### src/mer_pkg.sv
// Shared types and constants of the MAC exact-match redirect table.
package mer_pkg;

  localparam int EntriesDefault = 64;
  localparam int MacW           = 48;
  localparam int EdgeW          = 16;
  localparam int StatusW        = 2;

  localparam logic FuncClassify = 1'b0;
  localparam logic FuncAdd      = 1'b1;

  typedef enum logic [StatusW-1:0] {
    ST_OK   = 2'd0,
    ST_FULL = 2'd1,
    ST_DUP  = 2'd2
  } status_e;

  // Search token that walks the row of entry cells
  typedef struct packed {
    logic             add;
    logic [MacW-1:0]  mac;
    logic [EdgeW-1:0] edge_id;
    logic             found;
  } tok_t;

endpackage

### src/mer_cell.sv
// One table entry: stored address and edge, compare against the passing token.
module mer_cell
  import mer_pkg::*;
#(
  parameter int IDX  = 0,
  parameter int CntW = 7
) (
  input  logic            clk_i,
  input  logic            rst_ni,
  input  logic [CntW-1:0] count_i,
  input  logic            vld_i,
  input  tok_t            tok_i,
  output logic            vld_o,
  output tok_t            tok_o
);

  localparam logic [CntW-1:0] IdxC = CntW'(IDX);

  logic [MacW-1:0]  mac_q;
  logic [EdgeW-1:0] edge_q;
  logic             vld_q;
  tok_t             tok_q, tok_d;
  logic             active, match, wr_en;

  // entries at or beyond the fill count are never compared
  assign active = count_i > IdxC;
  assign match  = active && (mac_q == tok_i.mac);
  // append lands here once every older entry has been checked
  assign wr_en  = vld_i && tok_i.add && !tok_i.found && (count_i == IdxC);

  always_comb begin
    tok_d       = tok_i;
    tok_d.found = tok_i.found | match;
    if (!tok_i.add && match) begin
      tok_d.edge_id = edge_q;
    end
  end

  always_ff @(posedge clk_i) begin
    if (wr_en) begin
      mac_q  <= tok_i.mac;
      edge_q <= tok_i.edge_id;
    end
    tok_q <= tok_d;
  end

  always_ff @(posedge clk_i or negedge rst_ni) begin
    if (!rst_ni) begin
      vld_q <= 1'b0;
    end else begin
      vld_q <= vld_i;
    end
  end

  assign vld_o = vld_q;
  assign tok_o = tok_q;

endmodule
### config.mk
export PLATFORM = sky130hd
export DESIGN_NAME = mer_cell
export DESIGN_NICKNAME = d
export VERILOG_FILES = /design/src/mer_pkg.sv /design/src/mer_cell.sv
export SDC_FILE = /design/constraint.sdc
export NUM_CORES = 1
export LEC_CHECK = 0
export ABC_AREA = 1
export BUFFER_PORTS_ARGS = -buffer_cell sky130_fd_sc_hd__buf_2
export CAP_MARGIN = 20
export CELL_PAD_IN_SITES_DETAIL_PLACEMENT = 1
export CELL_PAD_IN_SITES_GLOBAL_PLACEMENT = 2
export CORE_UTILIZATION = 32
export CTS_BUF_LIST = sky130_fd_sc_hd__clkbuf_2
export CTS_CLUSTER_SIZE = 16
export DETAILED_ROUTE_END_ITERATION = 12
export GPL_ROUTABILITY_DRIVEN = 0
export PLACE_DENSITY_LB_ADDON = 0.1
export SLEW_MARGIN = 0
export SYNTH_ARGS = -nofsm -noshare
export SYNTH_HDL_FRONTEND = slang
export SYNTH_SLANG_ARGS = --single-unit
### constraint.sdc
create_clock -name clk_i -period 1.65 [get_ports clk_i]
set_input_delay 0.0825 -clock clk_i [delete_from_list [all_inputs] [get_ports clk_i]]
set_output_delay 0.0825 -clock clk_i [all_outputs]
set_load 0.1 [all_outputs]
==> results.md, run 1 <==
- Status: finished with violations
- Failing checks: negative setup slack
- Critical path launch point type: primary input
- Most common cell in the synthesized netlist: nand2_1
- Post-synth top area share: between 40% and 50%
- Top cells by count, synth: 132 x nand2_1, 66 x dfxtp_1, 64 x edfxtp_1
- Final Critical Period: around 1.7 ns
- Cell taking the most area after synthesis: edfxtp_1
- Top FF cell, synth: dfxtp_1
- Unrepaired setup endpoints after global routing: true
- Cells along the critical path: dlygate4sd3_1 > buf_2 > nor2_1 > dlygate4sd3_1 > nand3_2 > nand4_1 > nor2_8 > buf_4 > nand4_1 > nand2_1
- Largest net degree at the start of global routing: between 40 and 50
- Yosys warnings: 0
- # port buffers: between 100 and 150
- Nature of the critical path endpoint: flop
- Tcrit/Tclk final: 106.0%
- Antenna-violating nets left: 0
- Placed cell areas: between 5000 and 6000 µm²
- Worst skew pair latency: 0.66 ns
- CP Max Fanout: 9
- Worst path slowest cell: dlygate4sd3_1
- Worst EP arrival: between 2 and 2.5 ns
- Antenna violations before repair: 0
- H-tree depth: 4
- Routed len/inst: approximately 14 µm
- Drt total wl: ~12,000 µm
- Final setup fails: 61
- Leak: ~0.0032 µW
- Pre-CTS setup slack: 0.03497 ns
- Yosys cell types: 20
- Crit path buf inv count: 4
- Worst min path class: primary input to flop
- GRT overflow: 0
- Design area: between 6000 and 7000 µm²
- Row count: 42
- Vias in the first global route: 3,767
- Synth-to-Final Area Change: 50.88%
- Max_cap viols: 0
- Peak Freq: 572.0 MHz
- Sequential share of the synthesized area: between 70% and 80%
- Global-route wire length before repair: 18,120 µm
- Die Wd: 120.6 µm
- Synth Area per Inst: ~11 µm²
- Clock Sinks: about 130
- Initial core utilization: approximately a third
- Root Buffer: clkbuf_2
- DRT Pass-1 Iters: 4
- Cell area after synthesis: between 4000 and 5000 µm²
- Fraction of registers with async set or reset after synthesis: less than 1%
- Pwr dens: 957.4 nW/µm²
- CTS tree: yes
- Total number of vias: 3,594
- Die Y: approximately 120 µm
- Worst Max-Slew Pin Slew: just over 0.5 ns
- Worst IR Drop VDD: roughly 580 µV
- Relative slew slack: between 60 and 70%
- Fin nets: around 740
- GR Util All Layers: 16.66%
- Final hold violations: 0
- Cts bufs inserted: 17
- Drt drc: 0
- Total core area: around 13,000 µm²
- Gate Count Post-Synth: roughly 400
- Largest stage delay, worst path: roughly 0.60 ns
- Final Power: about 6500 µW
- Final worst slack: -0.09839 ns
- Layout cells sized above 1: between 20% and 30%
- Die area: between 10,000 and 15,000 µm²
- Clk_skew: roughly 0.017 ns
- Setup Fix Bufs, Post-CTS: 0
- Via/cell ratio: between 4 and 5
- Clock slew at reported path FFs: approximately 0.17 ns
- Max-slew violation count: 0
- Crit Path Class: primary input to flop
- EDFF count, synth: between 60 and 70
- Detailed Place HPWL: approximately 7100 µm
- FF+latch count, synth: about 130
- CP delay by family, top: buffers and inverters
- Syn_nets: 479
- Synth top area cells: edfxtp_1 43%, dfxtp_1 29%, nand2_1 11%
- Clk buf depth: 2
- Critical Path RT: 2.25 ns
- I/O pins: 143
- Worst Hold Slack: ~0.11 ns
- Total negative slack: -2.263 ns
- Initial DRC count: around 200
-- cells in the final DEF (no fill, tap or decap) --
master           n
xor2_1           8
diode_2          1
dfxtp_1         66
nor3_4           1
clkbuf_4        18
clkinv_4         1
clkbuf_2        19
nand2_1        130
nand3_1          1
buf_12           2
nand3_4          2
nor2_4           1
bufinv_16        2
buf_4            3
nor2_2           4
clkinvlp_4       2
xnor2_1         10
clkinv_1         6
clkinv_2         3
nor2_1          28
nand2_2          4
dlygate4sd3_1  100
edfxtp_1        64
nor2_8           2
dfrtp_1          1
buf_6            1
inv_1           58
nand3_2          2
nand4_1         17
buf_2          124
-- final cells by class --
cell class | count | area [µm²]
fill | 1531 | 6663
sequential | 131 | 3268
timing repair buffer | 248 | 1831
multi-input combinational | 210 | 1035
inverter | 59 | 221.5
tap | 176 | 220.2
clock inverter | 13 | 117.6
clock buffer | 19 | 95.09
antenna | 1 | 2.502
-- stage by stage --
stage	util (%)	std cells
CTS	49.66	853
floorplan	-	403
global placement	40.76	723
detailed placement	40.76	723
finish	50.47	857
global route	50.46	856
-- per-layer routing --
| layer | vias to the layer above | wire, µm | global-route usage (%) |
|---|---|---|---|
| li1 | 1806 | - | - |
| met1 | 1687 | 4959 | 18.88 |
| met2 | 92 | 5947 | 29.24 |
| met3 | 9 | 566 | 4.906 |
| met4 | 0 | 147 | 6.790 |
| met5 | - | 0 | 0 |
-- final timing paths --
| path | from | to | slack [ns] | cells after the start |
|---|---|---|---|---|
| worst max register to register | mac_q[23] | tok_o[7] | 0.07 | 7 |
| worst max-delay path | count_i[1] | tok_o[7] | -0.1 | 10 |
| worst min-delay path | tok_i[23] | tok_o[23] | 0.11 | 2 |
| min in group asynchronous | rst_ni | vld_o | 0.27 | 3 |
| worst min register to register | edge_q[4] | tok_o[5] | 0.51 | 2 |
| max in group asynchronous | rst_ni | vld_o | 1.27 | 3 |
-- kinds of logic (layout without fill, tap and decap cells) --
kind of cell | after synthesis | after routing | share of synthesized area [%]
XOR/XNOR | 18 | 18 | 3.503
buffers and inverters | 63 | 339 | 5.588
flip-flops | 131 | 131 | 72.62
other | 0 | 1 | 0
AND/OR/NAND/NOR | 191 | 192 | 18.29
-- power breakdown --
part	switching, µW	total (µW)	internal, µW
Combinational	861	1200	336
Clock	1110	1790	673
Sequential	22.1	3520	3490
-- repair_timing --
item	in CTS	in global routing
endpoints found under the hold margin	181	3
gates resized for setup	1	27
cloned	1	0
hold buffers	97	3
setup endpoints to repair	2	37
pin swaps	0	3
-- flip-flops by register name, summed over array words and instances, names as in the netlist --
name	flops
tok_o	66
mac_q	48
vld_o	1
edge_q	16
(Power assumes the default switching activity.)
==> inputs of run 2 (changes only) <==
--- a/config.mk
+++ b/config.mk
@@ -8,3 +8,2 @@
 export ABC_AREA = 1
-export BUFFER_PORTS_ARGS = -buffer_cell sky130_fd_sc_hd__buf_2
 export CAP_MARGIN = 20
@@ -12,3 +11,3 @@
 export CELL_PAD_IN_SITES_GLOBAL_PLACEMENT = 2
-export CORE_UTILIZATION = 32
+export CORE_UTILIZATION = 40
 export CTS_BUF_LIST = sky130_fd_sc_hd__clkbuf_2
@@ -16,2 +15,3 @@
 export DETAILED_ROUTE_END_ITERATION = 12
+export DONT_BUFFER_PORTS = 1
 export GPL_ROUTABILITY_DRIVEN = 0
==> constraint.sdc (replaced) <==
create_clock -name clk_i -period 1.65 [get_ports clk_i]
set_input_delay 0.33 -clock clk_i [delete_from_list [all_inputs] [get_ports clk_i]]
set_output_delay 0.33 -clock clk_i [all_outputs]
set_load 0.1 [all_outputs]
==> results.md, run 2 (synthesized netlist as in run 1, its figures left out) <==
- CP delay by family, top: simple AND/OR/NAND/NOR gates (was buffers and inverters)
- Drt drc: 0 (unchanged)
- Crit Path Class: flop to flop (was primary input to flop)
- Root Buffer: clkbuf_2 (unchanged)
- DRT Pass-1 Iters: 4 (unchanged)
- Die area: 11,680 µm² (was 14,540 µm²)
- Commonest non-fill, non-tap cell in the layout: nand2_1 (unchanged)
- Final Power: 6577 µW (was 6501 µW)
- Total core area: 10,890 µm² (was 13,450 µm²)
- Clock power share: 25.8% (was 27.5%)
- Sw Ratio: 30.84% (was 30.73%)
- Final worst slack: -0.01429 ns (was -0.09839 ns)
- # port buffers: 0 (was 142)
- Max FFs per register: 66 (unchanged)
- Worst EP arrival: 2.32 ns (was 2.35 ns)
- Clk buf depth: 2 (unchanged)
- Die Wd: 108.1 µm (was 120.6 µm)
- H-tree depth: 4 (unchanged)
- Peak Freq: 600.9 MHz (was 572.0 MHz)
- CP Max Fanout: 9 (unchanged)
- Most common cell on crit path: nand2_1
- Row count: 38 (was 42)
- Worst IR Drop VDD: 698.7 µV (was 577.4 µV)
- I/O pins: 143 (unchanged)
- Status: finished with violations (unchanged)
- Clock Sinks: 131 (unchanged)
- Max-slew violation count: 0 (unchanged)
- Clock slew at reported path FFs: 0.21 ns (was 0.17 ns)
- Synth-to-Final Area Change: 58.13% (was 50.88%)
- Total negative slack: -0.01893 ns (was -2.263 ns)
- Max_cap viols: 0 (unchanged)
- NetSw: 2028 µW (was 1998 µW)
- Vias in the first global route: 3,748 (was 3,767)
- GRT overflow: 0 (unchanged)
- Total number of vias: 3,350 (was 3,594)
- Setup Fix Bufs, Post-CTS: 0 (unchanged)
- Largest net degree at the start of global routing: 35 (was 45)
- Crit path buf inv count: 2 (was 4)
- Final Critical Period: 1.664 ns (was 1.748 ns)
- Leak: 0.003141 µW (was 0.003201 µW)
- Diode count: 0 (was 1)
- Initial core utilization: 41.34% (was 33.45%)
- Layout cells sized above 1: 32.70% (was 28.09%)
- Worst min path class: primary input to flop (unchanged)
- Cells along the critical path: inv_1 > nand2_1 > nand2_1 > nand2_1 > nor2_1 > nand3_2 > nor2_8 > buf_6 > nand4_1 > nand2_1 (was dlygate4sd3_1 > buf_2 > nor2_1 > dlygate4sd3_1 > nand3_2 > nand4_1 > nor2_8 > buf_4 > nand4_1 > nand2_1)
- Routed len/inst: 18.29 µm (was 13.56 µm)
- Fillcell total: 1,052 (was 1,531)
- Largest stage delay, worst path: 0.42 ns (was 0.60 ns)
- Antenna violations before repair: 0 (unchanged)
- Final setup fails: 2 (was 61)
- Unrepaired setup endpoints after global routing: true (unchanged)
- Critical Path RT: 2.30 ns (was 2.25 ns)
- Worst Max-Slew Pin Slew: 0.4929 ns (was 0.5194 ns)
- Relative slew slack: 67.14% (was 65.61%)
- Cts bufs inserted: 17 (unchanged)
- CTS tree: yes (unchanged)
- Final hold violations: 0 (unchanged)
- Fin nets: 638 (was 743)
- Global-route wire length before repair: 19,000 µm (was 18,120 µm)
- Detailed Place HPWL: 6685 µm (was 7084 µm)
- Flop pwr share: 54.6% (was 54.1%)
- Via/cell ratio: 4.685 (was 4.194)
- GR Util All Layers: 22.70% (was 16.66%)
- Nature of the critical path endpoint: flop (unchanged)
- Critical path launch point type: flop (was primary input)
- Internal: 4549 µW (was 4503 µW)
- Most frequent cells in the layout: 126 x nand2_1, 69 x dlygate4sd3_1, 68 x buf_12 (was 130 x nand2_1, 124 x buf_2, 100 x dlygate4sd3_1)
- Antenna-violating nets left: 0 (unchanged)
- Combinational share of power: 19.7% (was 18.4%)
- Clk_skew: 0.02932 ns (was 0.01697 ns)
- Worst skew pair latency: 0.71 ns (was 0.66 ns)
- Worst path slowest cell: edfxtp_1 (was dlygate4sd3_1)
- Failing checks: negative setup slack (unchanged)
- Pwr dens: 924.1 nW/µm² (was 957.4 nW/µm²)
- Die Y: 108.1 µm (was 120.6 µm)
- Tcrit/Tclk final: 100.9% (was 106.0%)
- Initial DRC count: 97 (was 204)
- Drt total wl: 13,080 µm (was 11,620 µm)
==> run 2: changes by cell type in the layout (fill, tap and decap cells not counted), moves of 4 or more <==
cell / before / now
dlygate4sd3_1: 100 / 69
dfxtp_2: 0 / 62
buf_12: 2 / 68
dfxtp_1: 66 / 3
clkbuf_4: 18 / 0
clkbuf_2: 19 / 23
nand2_2: 4 / 8
nand2_1: 130 / 126
buf_2: 124 / 0
==> run 2: cell type report <==
cell class              count  area (µm²)  area share [%]
flip-flops and latches    131        3349           47.06
repair buffers            143        2133           29.98
multi-input cells         210        1057           14.86
inverters                  59       221.5           3.112
well taps                 140       175.2           2.461
clock buffers              23       115.1           1.617
clock inverters             9       65.06          0.9142
==> run 2: routing by layer <==
layer	track usage, %	part of all wire (%)	up-vias
li1	-	-	1590
met1	22.17	36	1622
met2	42.72	57	117
met3	7.957	5.9	21
met4	9.883	2.0	0
met5	0	0	-
==> run 2: path summary, 6_finish.rpt <==
kind | start | to | slack, ns | cells after the start
worst max-delay path | mac_q[10] | tok_o[5] | -0.01 | 10
worst min-delay path | count_i[2] | edge_q[3] | 0.13 | 4
worst max register to register | mac_q[10] | tok_o[5] | -0.01 | 10
worst min register to register | edge_q[1] | tok_o[2] | 0.53 | 2
max in group asynchronous | rst_ni | vld_o | 1.21 | 2
min in group asynchronous | rst_ni | vld_o | 0.34 | 2
==> run 2: through the flow <==
| stage | worst slack (ns) | utilization (%) | area (µm²) | hold slack [ns] | cells |
|---|---|---|---|---|---|
| global route | -0.1530 | 65.36 | 7117 | 0.08405 | 715 |
| finish | -0.01429 | 65.36 | 7117 | 0.1343 | 715 |
| global placement | 0.07662 | 48.15 | 5243 | 0.03443 | 612 |
| CTS | -0.02211 | 63.34 | 6897 | 0.08286 | 713 |
| detailed placement | 0.04944 | 48.15 | 5243 | 0.03443 | 612 |
| floorplan | -0.3188 | - | 4524 | 0.03441 | 403 |
==> run 2: timing repair <==
item / in CTS / in global routing
cloned: 0 / 2
endpoints found under the setup margin: 67 / 59
resized for setup: 219 / 61
hold buffers: 69 / 0
hold endpoints to repair: 132 / 0
pin swaps: 0 / 10
==> run 2: worst min-delay path: cells and delay by family <==
family	cells	cell delay, ns
buffers and inverters	1	0.17
AND/OR/NAND/NOR	3	0.17
==> run 2: power by group through the flow <==
stage,Sequential [µW],Combinational (µW),Clock [µW]
floorplan,4220,97.3,0
global placement,3590,890,0
detailed placement,3590,897,0
CTS,3570,1250,1700
global route,3600,1330,1860
finish,3590,1290,1690
==> inputs of run 3 (changes only) <==
- CORE_MARGIN: not set -> 1.5
==> results.md, run 3 (synthesized netlist as in run 1, its figures left out) <==
- Total negative slack: -0.1082 ns (was -0.01893 ns)
- Final worst slack: -0.02691 ns (was -0.01429 ns)
- GRT overflow: 0 (unchanged)
- Max-slew violation count: 0 (unchanged)
- Initial DRC count: 97 (unchanged)
- DRT Pass-1 Iters: 4 (unchanged)
- Die Y: 109.1 µm (was 108.1 µm)
- Leak: 0.003129 µW (was 0.003141 µW)
- Worst EP arrival: 2.03 ns (was 2.32 ns)
- Worst Max-Slew Pin Slew: 0.4096 ns (was 0.4929 ns)
- Antenna violations before repair: 0 (unchanged)
- Cts bufs inserted: 17 (unchanged)
- Pwr dens: 920.3 nW/µm² (was 924.1 nW/µm²)
- Row count: 38 (unchanged)
- Vias in the first global route: 3,646 (was 3,748)
- Drt total wl: 12,730 µm (was 13,080 µm)
- Layout cells sized above 1: 29.29% (was 32.70%)
- Clock Sinks: 131 (unchanged)
- Most common cell on crit path: dlygate4sd3_1 (was nand2_1)
- I/O pins: 143 (unchanged)
- Global-route wire length before repair: 18,020 µm (was 19,000 µm)
- Max FFs per register: 66 (unchanged)
- Detailed Place HPWL: 6821 µm (was 6685 µm)
- Commonest non-fill, non-tap cell in the layout: nand2_1 (unchanged)
- Crit Path Class: primary input to flop (was flop to flop)
- Storage cell area: 3329 µm² (was 3349 µm²)
- Final Critical Period: 1.677 ns (was 1.664 ns)
- Via/cell ratio: 4.685 (about the same)
- Die area: 11,900 µm² (was 11,680 µm²)
- Worst IR Drop VDD: 546.8 µV (was 698.7 µV)
- Unrepaired setup endpoints after global routing: true (unchanged)
- Relative slew slack: 72.69% (was 67.14%)
- Peak Freq: 596.3 MHz (was 600.9 MHz)
- Worst path slowest cell: dlygate4sd3_1 (was edfxtp_1)
- # port buffers: 0 (unchanged)
- Drt drc: 0 (unchanged)
- Synth-to-Final Area Change: 56.63% (was 58.13%)
- Clk_skew: 0.03337 ns (was 0.02932 ns)
- Final setup fails: 5 (was 2)
- Largest stage delay, worst path: 0.70 ns (was 0.42 ns)
- Total core area: 10,890 µm² (unchanged)
- Fin nets: 640 (was 638)
- Failing checks: negative setup slack (unchanged)
- Fillcell total: 1,043 (was 1,052)
- Status: finished with violations (unchanged)
- Critical Path RT: 2.00 ns (was 2.30 ns)
- Diode count: 0 (unchanged)
- GR Util All Layers: 20.92% (was 22.70%)
- Pre-CTS setup slack: 0.002210 ns (was 0.04944 ns)
- Worst min path class: primary input to flop (unchanged)
- Most frequent cells in the layout: 129 x nand2_1, 71 x dlygate4sd3_1, 64 x edfxtp_1 (was 126 x nand2_1, 69 x dlygate4sd3_1, 68 x buf_12)
- Antenna-violating nets left: 0 (unchanged)
- Util after Layout: 64.74% (was 65.36%)
- Worst Hold Slack: 0.1031 ns (was 0.1343 ns)
- Worst skew pair latency: 0.64 ns (was 0.71 ns)
- CTS tree: yes (unchanged)
- H-tree depth: 4 (unchanged)
- Nature of the critical path endpoint: flop (unchanged)
- CP Max Fanout: 4 (was 9)
- Routed len/inst: 17.76 µm (was 18.29 µm)
- Final hold violations: 0 (unchanged)
- Clk buf depth: 2 (unchanged)
- Initial core utilization: 41.34% (unchanged)
- Tcrit/Tclk final: 101.6% (was 100.9%)
- Total number of vias: 3,359 (was 3,350)
- Critical path launch point type: primary input (was flop)
- Die Wd: 109.1 µm (was 108.1 µm)
- Clock slew at reported path FFs: 0.17 ns (was 0.21 ns)
- Root Buffer: clkbuf_2 (unchanged)
- Cells along the critical path: dlygate4sd3_1 > nor3_4 > nand3_2 > nor2_4 > dlygate4sd3_1 (was inv_1 > nand2_1 > nand2_1 > nand2_1 > nor2_1 > nand3_2 > nor2_8 > buf_6 > nand4_1 > nand2_1)
- Final Power: 6488 µW (was 6577 µW)
- Max_cap viols: 0 (unchanged)
- Multi-input logic area: 1047 µm² (was 1057 µm²)
- Largest net degree at the start of global routing: 32 (was 35)
-- run 3: changes by cell type in the layout (fill, tap and decap cells not counted), sizes merged --
cell / delta
clkbuf: -2
dlygate4sd3: +2
buf: +1
clkinv: +1
-- run 3: power breakdown --
group / switching, µW / internal [µW] / total [µW]
Combinational: 809 / 478 / 1290
Sequential: 75.5 / 3510 / 3580
Clock: 1080 / 538 / 1620
Total: 1960 / 4520 / 6490
-- run 3: layer usage --
| metal | vias up | track usage [%] | share of wire [%] |
|---|---|---|---|
| met3 | 25 | 7.890 | 5.9 |
| met2 | 128 | 38.13 | 55 |
| met5 | - | 0 | 0 |
| met1 | 1611 | 21.38 | 36 |
| li1 | 1595 | - | - |
| met4 | 0 | 8.459 | 2.7 |
-- run 3: worst paths after layout --
kind / end / cells past startpoint / slack (ns) / start
min: tok_o[13] / 4 / 0.10 / tok_i[65]
min in group asynchronous: vld_o / 2 / 0.44 / rst_ni
max in group asynchronous: vld_o / 2 / 1.10 / rst_ni
min reg2reg: tok_o[13] / 2 / 0.52 / edge_q[12]
max reg2reg: tok_o[14] / 10 / 0 / mac_q[27]
max: mac_q[22] / 5 / -0.03 / count_i[2]
-- run 3: final cells by class --
type	instances	area share [%]
Tap cell	140	2.485
Multi-Input combinational cell	210	14.86
Clock buffer	22	1.562
Sequential cell	131	47.23
Clock inverter	10	0.9762
Inverter	59	3.142
Timing Repair Buffer	145	29.75
-- run 3: repair_timing --
action	CTS	global route
setup endpoints to repair	80	81
cloned	1	0
hold buffers	71	0
pin swaps	0	6
resized for setup	81	172
setup buffers	0	1
endpoints found under the hold margin	136	0
-- run 3: critical path: cells and delay by family --
| family | cells | cell delay [ns] |
|---|---|---|
| and+or+nand+nor | 3 | 0.42 |
| buffers and inverters | 2 | 1.28 |
-- run 3: stage by stage --
step,cells,cell area (µm²)
after global placement,612,5243
final,717,7049
after floorplan,403,4524
after CTS,716,6450
after detailed placement,612,5243
after global routing,717,7049
